File: src/sks_pkg.sv
// Shared types, constants and the process noise table of the scalar Kalman smoother.
package sks_pkg;

	localparam int FRAC_BITS = 16;
	localparam int GAIN_BITS = 24;
	localparam int DATA_W    = 32;
	localparam int GAIN_W    = GAIN_BITS + 1;
	localparam int LEVEL_W   = 4;
	localparam int CFG_IDX_W = 2;

	// Register indexes of the configuration port
	localparam logic [CFG_IDX_W-1:0] REG_MEAS_ERR = 2'd0;
	localparam logic [CFG_IDX_W-1:0] REG_INIT_ERR = 2'd1;
	localparam logic [CFG_IDX_W-1:0] REG_SENS     = 2'd2;

	localparam logic [DATA_W-1:0]  ERR_ONE    = DATA_W'(64'd1 << FRAC_BITS);
	localparam logic [GAIN_W-1:0]  GAIN_ONE   = GAIN_W'(64'd1 << GAIN_BITS);
	localparam logic [LEVEL_W-1:0] SENS_RESET = 4'd11;

	// Divider: one quotient bit per cycle
	localparam int DIV_STEPS = GAIN_W;
	localparam int CNT_W     = $clog2(DIV_STEPS);
	localparam int DEN_W     = DATA_W + 1;
	localparam int REM_W     = DATA_W + 2;

	// Shared multiplier: 25 x 16, two partial products per 32-bit operand
	localparam int MUL_B_W = DATA_W / 2;
	localparam int MUL_P_W = GAIN_W + MUL_B_W;
	localparam int ACC_W   = GAIN_W + DATA_W;

	// Multiplier operand selection
	localparam logic [1:0] MSRC_CORR = 2'd0;
	localparam logic [1:0] MSRC_KEEP = 2'd1;
	localparam logic [1:0] MSRC_ADD  = 2'd2;

	// Accumulator operations
	localparam logic [1:0] ACC_HOLD   = 2'd0;
	localparam logic [1:0] ACC_LOAD   = 2'd1;
	localparam logic [1:0] ACC_ADD_HI = 2'd2;

	typedef struct packed {
		logic       load;
		logic       div_step;
		logic [1:0] mul_src;
		logic       mul_hi;
		logic [1:0] acc_op;
		logic       round;
		logic       est;
		logic       keep_save;
		logic       fin;
	} sks_cmd_t;

	// Process noise q, Q1.24, by sensitivity level
	function automatic logic [GAIN_W-1:0] q_factor(input logic [LEVEL_W-1:0] level);
		logic [GAIN_W-1:0] q;
		unique case (level)
			4'd0:    q = 25'd16777216;
			4'd1:    q = 25'd15099494;
			4'd2:    q = 25'd13421773;
			4'd3:    q = 25'd11744051;
			4'd4:    q = 25'd10066330;
			4'd5:    q = 25'd8388608;
			4'd6:    q = 25'd6710886;
			4'd7:    q = 25'd5872026;
			4'd8:    q = 25'd5033165;
			4'd9:    q = 25'd4194304;
			4'd10:   q = 25'd3355443;
			4'd11:   q = 25'd1677722;
			4'd12:   q = 25'd167772;
			4'd13:   q = 25'd16777;
			4'd14:   q = 25'd1678;
			default: q = 25'd1677722;
		endcase
		return q;
	endfunction

endpackage

File: src/sks_ctrl.sv
// Sequencer of the smoother: handshakes, divider count and datapath commands.
module sks_ctrl (
	input  logic             clk,
	input  logic             arst_n,
	input  logic             in_valid,
	output logic             in_ready,
	output logic             out_valid,
	input  logic             out_ready,
	output sks_pkg::sks_cmd_t cmd
);

	localparam logic [3:0] ST_IDLE  = 4'd0;
	localparam logic [3:0] ST_DIV   = 4'd1;
	localparam logic [3:0] ST_P_LO  = 4'd2;
	localparam logic [3:0] ST_P_HI  = 4'd3;
	localparam logic [3:0] ST_P_ACC = 4'd4;
	localparam logic [3:0] ST_RND   = 4'd5;
	localparam logic [3:0] ST_K_LO  = 4'd6;
	localparam logic [3:0] ST_K_HI  = 4'd7;
	localparam logic [3:0] ST_K_ACC = 4'd8;
	localparam logic [3:0] ST_A_LO  = 4'd9;
	localparam logic [3:0] ST_A_HI  = 4'd10;
	localparam logic [3:0] ST_A_ACC = 4'd11;
	localparam logic [3:0] ST_FIN   = 4'd12;

	logic [3:0]               state_q, state_d;
	logic [sks_pkg::CNT_W-1:0] cnt_q, cnt_d;
	logic                     out_valid_q;
	logic                     out_free;

	assign out_free  = !out_valid_q || out_ready;
	assign in_ready  = (state_q == ST_IDLE);
	assign out_valid = out_valid_q;

	// Next state and commands
	always_comb begin
		state_d     = state_q;
		cnt_d       = cnt_q;
		cmd         = '0;
		cmd.mul_src = sks_pkg::MSRC_CORR;
		cmd.acc_op  = sks_pkg::ACC_HOLD;
		unique case (state_q)
			ST_IDLE: begin
				if (in_valid) begin
					cmd.load = 1'b1;
					cnt_d    = '0;
					state_d  = ST_DIV;
				end
			end
			ST_DIV: begin
				cmd.div_step = 1'b1;
				cnt_d        = cnt_q + 1'b1;
				if (cnt_q == sks_pkg::CNT_W'(sks_pkg::DIV_STEPS - 1)) begin
					state_d = ST_P_LO;
				end
			end
			ST_P_LO: begin
				state_d = ST_P_HI;
			end
			ST_P_HI: begin
				cmd.mul_hi = 1'b1;
				cmd.acc_op = sks_pkg::ACC_LOAD;
				state_d    = ST_P_ACC;
			end
			ST_P_ACC: begin
				cmd.acc_op = sks_pkg::ACC_ADD_HI;
				state_d    = ST_RND;
			end
			ST_RND: begin
				cmd.round = 1'b1;
				state_d   = ST_K_LO;
			end
			ST_K_LO: begin
				cmd.mul_src = sks_pkg::MSRC_KEEP;
				cmd.est     = 1'b1;
				state_d     = ST_K_HI;
			end
			ST_K_HI: begin
				cmd.mul_src = sks_pkg::MSRC_KEEP;
				cmd.mul_hi  = 1'b1;
				cmd.acc_op  = sks_pkg::ACC_LOAD;
				state_d     = ST_K_ACC;
			end
			ST_K_ACC: begin
				cmd.acc_op = sks_pkg::ACC_ADD_HI;
				state_d    = ST_A_LO;
			end
			ST_A_LO: begin
				cmd.mul_src   = sks_pkg::MSRC_ADD;
				cmd.keep_save = 1'b1;
				state_d       = ST_A_HI;
			end
			ST_A_HI: begin
				cmd.mul_src = sks_pkg::MSRC_ADD;
				cmd.mul_hi  = 1'b1;
				cmd.acc_op  = sks_pkg::ACC_LOAD;
				state_d     = ST_A_ACC;
			end
			ST_A_ACC: begin
				cmd.acc_op = sks_pkg::ACC_ADD_HI;
				state_d    = ST_FIN;
			end
			ST_FIN: begin
				// wait for the output register to free up
				if (out_free) begin
					cmd.fin = 1'b1;
					state_d = ST_IDLE;
				end
			end
			default: begin
				state_d = ST_IDLE;
			end
		endcase
	end

	// State, counter and output valid
	always_ff @(posedge clk or negedge arst_n) begin
		if (!arst_n) begin
			state_q     <= ST_IDLE;
			cnt_q       <= '0;
			out_valid_q <= 1'b0;
		end else begin
			state_q <= state_d;
			cnt_q   <= cnt_d;
			if (cmd.fin) begin
				out_valid_q <= 1'b1;
			end else if (out_ready) begin
				out_valid_q <= 1'b0;
			end
		end
	end

endmodule

File: src/sks_datapath.sv
// Datapath of the smoother: state, configuration, radix-2 divider, shared multiplier.
module sks_datapath (
	input  logic                              clk,
	input  logic                              arst_n,
	input  sks_pkg::sks_cmd_t                 cmd,
	input  logic signed [sks_pkg::DATA_W-1:0] measurement,
	input  logic                              cfg_write_en,
	input  logic [sks_pkg::CFG_IDX_W-1:0]     cfg_index,
	input  logic [sks_pkg::DATA_W-1:0]        cfg_data,
	output logic signed [sks_pkg::DATA_W-1:0] estimate,
	output logic [sks_pkg::GAIN_W-1:0]        gain,
	output logic [sks_pkg::DATA_W-1:0]        estimate_error
);

	// Configuration and filter state
	logic [sks_pkg::DATA_W-1:0]  meas_err_q;
	logic [sks_pkg::LEVEL_W-1:0] level_q;
	logic [sks_pkg::DATA_W-1:0]  err_q;
	logic [sks_pkg::DATA_W-1:0]  prior_q;

	// Per-transaction working registers
	logic [sks_pkg::DATA_W-1:0]  mag_q;
	logic                        neg_q;
	logic [sks_pkg::DEN_W-1:0]   den_q;
	logic                        zero_den_q;
	logic [sks_pkg::REM_W-1:0]   rem_q;
	logic [sks_pkg::GAIN_W-1:0]  quo_q;
	logic [sks_pkg::MUL_P_W-1:0] prod_q;
	logic [sks_pkg::ACC_W-1:0]   acc_q;
	logic [sks_pkg::DATA_W-1:0]  t_q;
	logic [sks_pkg::DATA_W-1:0]  est_q;
	logic [sks_pkg::DATA_W-1:0]  keep_q;
	logic [sks_pkg::GAIN_W-1:0]  gain_out_q;

	logic [sks_pkg::DATA_W:0]    diff;
	logic [sks_pkg::DATA_W:0]    mag;
	logic [sks_pkg::DEN_W-1:0]   den;
	logic [sks_pkg::REM_W-1:0]   rem_sub;
	logic [sks_pkg::REM_W-1:0]   rem_next;
	logic                        rem_ge;
	logic [sks_pkg::GAIN_W-1:0]  gain_w;
	logic [sks_pkg::GAIN_W-1:0]  mul_a;
	logic [sks_pkg::DATA_W-1:0]  mul_b_full;
	logic [sks_pkg::MUL_B_W-1:0] mul_b;
	logic [sks_pkg::ACC_W-1:0]   rnd_sum;
	logic [sks_pkg::DATA_W:0]    added;
	logic [sks_pkg::DATA_W+1:0]  err_sum;
	logic [sks_pkg::DATA_W-1:0]  err_sat;

	// Innovation magnitude and sign, denominator
	always_comb begin
		diff = {measurement[sks_pkg::DATA_W-1], measurement} - {prior_q[sks_pkg::DATA_W-1], prior_q};
		mag  = diff[sks_pkg::DATA_W] ? ((sks_pkg::DATA_W+1)'(0) - diff) : diff;
		den  = {1'b0, err_q} + {1'b0, meas_err_q};
	end

	// Restoring division step
	always_comb begin
		rem_ge   = rem_q >= {1'b0, den_q};
		rem_sub  = rem_q - {1'b0, den_q};
		rem_next = rem_ge ? rem_sub : rem_q;
	end

	assign gain_w = zero_den_q ? '0 : quo_q;

	// Multiplier operand selection
	always_comb begin
		case (cmd.mul_src)
			sks_pkg::MSRC_CORR: begin
				mul_a      = gain_w;
				mul_b_full = mag_q;
			end
			sks_pkg::MSRC_KEEP: begin
				mul_a      = sks_pkg::GAIN_ONE - gain_w;
				mul_b_full = err_q;
			end
			sks_pkg::MSRC_ADD: begin
				mul_a      = sks_pkg::q_factor(level_q);
				mul_b_full = t_q;
			end
			default: begin
				mul_a      = '0;
				mul_b_full = '0;
			end
		endcase
		mul_b = cmd.mul_hi ? mul_b_full[sks_pkg::DATA_W-1:sks_pkg::MUL_B_W]
		                   : mul_b_full[sks_pkg::MUL_B_W-1:0];
	end

	// Floor for a positive correction, ceiling of the magnitude for a negative one
	assign rnd_sum = acc_q + (neg_q ? (sks_pkg::ACC_W'(sks_pkg::GAIN_ONE) - 1'b1) : '0);

	// Error update with saturation
	always_comb begin
		added   = (sks_pkg::DATA_W+1)'(acc_q >> sks_pkg::GAIN_BITS);
		err_sum = {2'b00, keep_q} + {1'b0, added};
		err_sat = (|err_sum[sks_pkg::DATA_W+1:sks_pkg::DATA_W]) ? '1
		                                                       : err_sum[sks_pkg::DATA_W-1:0];
	end

	// Configuration and state registers
	always_ff @(posedge clk or negedge arst_n) begin
		if (!arst_n) begin
			meas_err_q <= sks_pkg::ERR_ONE;
			level_q    <= sks_pkg::SENS_RESET;
			err_q      <= sks_pkg::ERR_ONE;
			prior_q    <= '0;
		end else begin
			if (cfg_write_en && (cfg_index == sks_pkg::REG_MEAS_ERR)) begin
				meas_err_q <= cfg_data;
			end
			if (cfg_write_en && (cfg_index == sks_pkg::REG_SENS)) begin
				level_q <= cfg_data[sks_pkg::LEVEL_W-1:0];
			end
			if (cfg_write_en && (cfg_index == sks_pkg::REG_INIT_ERR)) begin
				err_q <= cfg_data;
			end else if (cmd.fin) begin
				err_q <= err_sat;
			end
			if (cmd.fin) begin
				prior_q <= est_q;
			end
		end
	end

	// Working registers
	always_ff @(posedge clk) begin
		if (cmd.load) begin
			mag_q      <= mag[sks_pkg::DATA_W-1:0];
			neg_q      <= diff[sks_pkg::DATA_W];
			den_q      <= den;
			zero_den_q <= (den == '0);
			rem_q      <= sks_pkg::REM_W'(err_q);
			quo_q      <= '0;
		end else if (cmd.div_step) begin
			rem_q <= {rem_next[sks_pkg::REM_W-2:0], 1'b0};
			quo_q <= {quo_q[sks_pkg::GAIN_W-2:0], rem_ge};
		end

		prod_q <= mul_a * mul_b;

		case (cmd.acc_op)
			sks_pkg::ACC_LOAD:   acc_q <= sks_pkg::ACC_W'(prod_q);
			sks_pkg::ACC_ADD_HI: acc_q <= acc_q + (sks_pkg::ACC_W'(prod_q) << sks_pkg::MUL_B_W);
			default:             acc_q <= acc_q;
		endcase

		if (cmd.round) begin
			t_q <= sks_pkg::DATA_W'(rnd_sum >> sks_pkg::GAIN_BITS);
		end
		if (cmd.est) begin
			est_q <= neg_q ? (prior_q - t_q) : (prior_q + t_q);
		end
		if (cmd.keep_save) begin
			keep_q <= sks_pkg::DATA_W'(acc_q >> sks_pkg::GAIN_BITS);
		end
		if (cmd.fin) begin
			gain_out_q <= gain_w;
		end
	end

	// The state registers double as the held estimate and error; the gain has its own register
	assign estimate       = $signed(prior_q);
	assign estimate_error = err_q;
	assign gain           = gain_out_q;

endmodule

File: src/scalar_kalman_smoother_top.sv
// Top level of the scalar Kalman smoother: sequencer, datapath and checks.
// Sequence of a transaction: 25 radix-2 gain divider steps, then the correction product,
// rounding, and the keep and add products on the shared 25 x 16 multiplier, then a finish
// that waits for the output register to free up; a new sample is taken only in idle.
// A finished result waits in the output register while the next sample is taken.
// Reset: asynchronous, estimate 0, error 1.0, configuration reset values; no clearing pass.
module scalar_kalman_smoother_top (
	input  logic                              clk,
	input  logic                              arst_n,
	input  logic                              in_valid,
	output logic                              in_ready,
	input  logic signed [sks_pkg::DATA_W-1:0] measurement,
	output logic                              out_valid,
	input  logic                              out_ready,
	output logic signed [sks_pkg::DATA_W-1:0] estimate,
	output logic [sks_pkg::GAIN_W-1:0]        gain,
	output logic [sks_pkg::DATA_W-1:0]        estimate_error,
	input  logic                              cfg_write_en,
	input  logic [sks_pkg::CFG_IDX_W-1:0]     cfg_index,
	input  logic [sks_pkg::DATA_W-1:0]        cfg_data
);

	sks_pkg::sks_cmd_t cmd;

	sks_ctrl u_ctrl (
		.clk       (clk),
		.arst_n    (arst_n),
		.in_valid  (in_valid),
		.in_ready  (in_ready),
		.out_valid (out_valid),
		.out_ready (out_ready),
		.cmd       (cmd)
	);

	sks_datapath u_datapath (
		.clk            (clk),
		.arst_n         (arst_n),
		.cmd            (cmd),
		.measurement    (measurement),
		.cfg_write_en   (cfg_write_en),
		.cfg_index      (cfg_index),
		.cfg_data       (cfg_data),
		.estimate       (estimate),
		.gain           (gain),
		.estimate_error (estimate_error)
	);

	// One transaction in flight at a time
	a_busy_after_accept: assert property (@(posedge clk) disable iff (!arst_n)
		in_valid && in_ready |=> !in_ready)
		else $error("input taken while a transaction is in progress");

	// Gain never exceeds 1.0
	a_gain_range: assert property (@(posedge clk) disable iff (!arst_n)
		out_valid |-> gain <= sks_pkg::GAIN_ONE)
		else $error("gain above 1.0");

	// A new result only appears at the end of a busy sequence
	a_result_from_busy: assert property (@(posedge clk) disable iff (!arst_n)
		$rose(out_valid) |-> $past(!in_ready))
		else $error("result produced without a transaction");

endmodule
File: config.mk
export PLATFORM = sky130hd
export DESIGN_NAME = scalar_kalman_smoother_top
export DESIGN_NICKNAME = d
export VERILOG_FILES = /design/src/sks_pkg.sv /design/src/sks_ctrl.sv /design/src/sks_datapath.sv /design/src/scalar_kalman_smoother_top.sv
export SDC_FILE = /design/constraint.sdc
export NUM_CORES = 2
export LEC_CHECK = 0
export ABC_AREA = 0
export BUFFER_PORTS_ARGS = -buffer_cell sky130_fd_sc_hd__buf_2
export CAP_MARGIN = 10
export CORE_ASPECT_RATIO = 1.75
export CORE_MARGIN = 2
export CORE_UTILIZATION = 55
export CTS_CLUSTER_DIAMETER = 40
export DETAILED_ROUTE_END_ITERATION = 6
export PLACE_DENSITY_LB_ADDON = 0.3
export SYNTH_ARGS = -nofsm -noshare
export SYNTH_HDL_FRONTEND = slang
export SYNTH_HIERARCHICAL = 1
export SYNTH_SLANG_ARGS = --single-unit
File: constraint.sdc
create_clock -name clk -period 19.3 [get_ports clk]
set_input_delay 4.825 -clock clk [delete_from_list [all_inputs] [get_ports clk]]
set_output_delay 4.825 -clock clk [all_outputs]
set_load 0.03 [all_outputs]
==> results.ini <==
[floorplan]
floorplan.die.height_microns=378
row_count=137
io_pins=162
initial_core_util_pct=55.3
core_area_sq_um=79500
die_area_sq_um=82300
die_x_microns=218

[drt]
drt_iter0_drc=2603
dr.pass1.iters=7
wl_per_cell_microns=23.6
via_per_inst=6.11
wl_microns=142000
route.vias.total=36700
post-route-drc-count=0
postRouteAntennaNets=0

[logic_synthesis]
synth_edf_count=277
ys_seq_elements=455
syn_avg_cell_area_sq_um=9.13
synthTopCellsByArea=edfxtp_1, fa_1, ha_1, dfrtp_1, inv_1
yosys-top-cells-count=inv_1, nand2_1, nor2_1
syn-num-nets=5562
ys_types=96
netlist.area_leader.share_pct=18.9
ys_dominant_reg_cell=edfxtp_1
yosysWarningCount=6
synthArstFlopShare_pct=24.2
synth_top_cell_by_area=edfxtp_1
netlist_area_sq_um=44000
ys_seq_area_share_pct=28.3
yosysMostFrequentCell=inv_1
syn_inst=4815

[critical_path]
worstPathArrival_ns=10.19
cp.required_ns=19.88
slowest_delay_ns=0.77
cp-start-kind=register
critPathMostFrequentCell=fa_1
critPathCaptureType=register
crit_fanout=25
critPathSlowestCell=a21oi_4
rr_endpoint=u_datapath/prod_q[39]
worstSetupPathType=register to register
path_delay_family=adder cells
cp_num_buf_inv=4
rr_startpoint=u_ctrl/state_q[2]
r2r_cells=29
r2r_setup_slack_ns=9.69

[sta]
period_needed_ns=9.61
setup_viol=0
max_slew_margin_pct=25.9
fin_setup_tns_ns=0
clock_skew_ns=0.0319
maxSlewViolCount=0
period_share_pct=49.8
hold_viol_final=0
max_freq_ghz=0.104
rsz0062_at_grt=false
worst_pin_slew_ns=1.10

[cts]
postCtsResizedCells=0
cts_setup_buffers=0
clock-sinks=455
clkLatencyLatePin_ns=0.66
cts_tree=done
cts_hold_buffers=0
root_buffer=clkbuf_16
cts.clk_slew.worst_paths_ns=0.07
cts_buffers=54
htreeDepth=2
clk_path_buf_depth=3

[placement]
io_buffers=161
dpl.hpwl_microns=112000
dp.cells=5907
gp_congestion=0.987

[grt]
grt_first_pass_wirelength_microns=214000
grt.total_usage_pct=34.7
grt_max_degree=76
first_global_vias=37200
grt-ovfl-total=0
grt_antenna_before_repair=4

[final_layout]
final_cells=6014
syn_to_final_growth_pct=8.80
final_layout_size_suffix_gt1_share_pct=9.60
nets=5668
fillers=7049

[min_path]
min_path_type=register to register
min-delay-start=u_datapath/est_q[4]
hold_depth=2
hold_end=u_datapath/estimate[4]

[run]
drv_cap=0

[outcome]
status=finished, final reports clean

## flip-flops by register name (all words and copies together) (netlist names)
signal                     cells
u_ctrl/cnt_q                   5
u_ctrl/out_valid               1
u_ctrl/state_q                 4
u_datapath/acc_q              57
u_datapath/den_q              33
u_datapath/est_q              32
u_datapath/estimate           32
u_datapath/estimate_error     32
u_datapath/gain               25
u_datapath/keep_q             32
u_datapath/level_q             4
u_datapath/mag_q              32
u_datapath/meas_err_q         32
u_datapath/neg_q               1
u_datapath/prod_q             41
u_datapath/quo_q              25
u_datapath/rem_q              34
u_datapath/t_q                32
u_datapath/zero_den_q          1
## final cells by class
type,instances,area (sq um),area share [%]
inverters,534,2000,4.19
repair buffers,229,1320,2.76
diodes,5,12.5,0.0261
well taps,1042,1300,2.72
clock inverters,41,420,0.879
flip-flops and latches,455,12400,26.0
multi-input cells,3647,28900,60.5
clock buffers,61,1410,2.94
## logic make-up (layout without fill, tap and decap cells)
| family | Yosys count | after routing | share of synthesized area, % |
|---|---|---|---|
| adders and majority gates | 676 | 676 | 24.8 |
| muxes | 157 | 157 | 3.79 |
| other | 0 | 5 | 0 |
| AOI/OAI and AO/OA | 1099 | 1099 | 16.0 |
| and+or+nand+nor | 1450 | 1450 | 15.7 |
| buffers and inverters | 713 | 865 | 6.18 |
| xor gates and xnor gates | 265 | 265 | 5.28 |
| DFF | 455 | 455 | 28.3 |
## worst max path at each step
stage,from,endpoint,cells after the start
after global placement,u_ctrl/state_q[2],u_datapath/prod_q[40],28
final,u_ctrl/state_q[2],u_datapath/prod_q[39],29
after detailed placement,u_ctrl/state_q[2],u_datapath/prod_q[40],28
after global routing,u_ctrl/state_q[2],u_datapath/prod_q[40],28
after CTS,u_ctrl/state_q[2],u_datapath/prod_q[40],28
after floorplan,u_ctrl/state_q[1],u_datapath/prod_q[40],30
## cells in the final DEF, fill, tap and decap left out, types with 17 or more instances in the layout
cell / netlist / final
inv_1: 531 / 531
nand2_1: 462 / 462
nor2_1: 381 / 377
ha_1: 350 / 349
fa_1: 326 / 326
edfxtp_1: 277 / 277
a21oi_1: 283 / 273
o21ai_0: 251 / 249
xnor2_1: 180 / 180
buf_2: 8 / 160
a21o_1: 127 / 127
nor2b_1: 114 / 113
dfrtp_1: 105 / 105
xor2_1: 85 / 85
nand3_1: 84 / 84
mux2i_1: 82 / 82
nor3_1: 79 / 79
nand2b_1: 77 / 77
mux2_2: 75 / 75
buf_4: 2 / 69
dfxtp_1: 68 / 68
and2_1: 69 / 67
clkbuf_16: 0 / 54
o21a_1: 53 / 53
a31oi_1: 51 / 51
o211ai_1: 41 / 41
o21bai_1: 34 / 33
o22ai_1: 34 / 33
nand4_1: 32 / 32
a211oi_1: 31 / 31
and3_1: 30 / 30
or3_1: 30 / 30
o31ai_1: 24 / 24
or2_2: 22 / 22
a21boi_0: 21 / 21
a221oi_1: 17 / 17
## metrics by stage
stage / area (sq um) / util [%] / setup slack (ns) / hold WS (ns)
3_5_place_dp: 46000 / 57.9 / 9.84 / 0.440
3_3_place_gp: 46000 / 57.9 / 9.95 / 0.433
6_report: 47900 / 60.2 / 9.69 / 0.450
4_1_cts: 47800 / 60.1 / 9.82 / 0.448
2_1_floorplan: 44000 / - / 11.05 / 0.430
5_1_grt: 47800 / 60.2 / 9.15 / 0.470
## worst reg2reg max path: cells and delay by family (launching register included)
kind | cells | cell delay (ns)
simple gates | 6 | 1.59
xor+xnor | 1 | 0.14
flops | 1 | 0.63
compound gates | 11 | 2.91
fa+ha+maj | 7 | 3.60
buf+inv | 4 | 0.70
## routing by layer
metal | vias to the layer above | global-route usage (%) | part of all wire, %
li1 | 16800 | - | -
met3 | 594 | 6.24 | 5.9
met4 | 2 | 30.0 | 10
met1 | 17900 | 34.7 | 33
met2 | 1369 | 61.5 | 50
met5 | - | 0 | 0.011
Power is left out: the tool's default activity adds up to more than one toggle a clock period on the data nets, which glitch-free logic cannot reach.
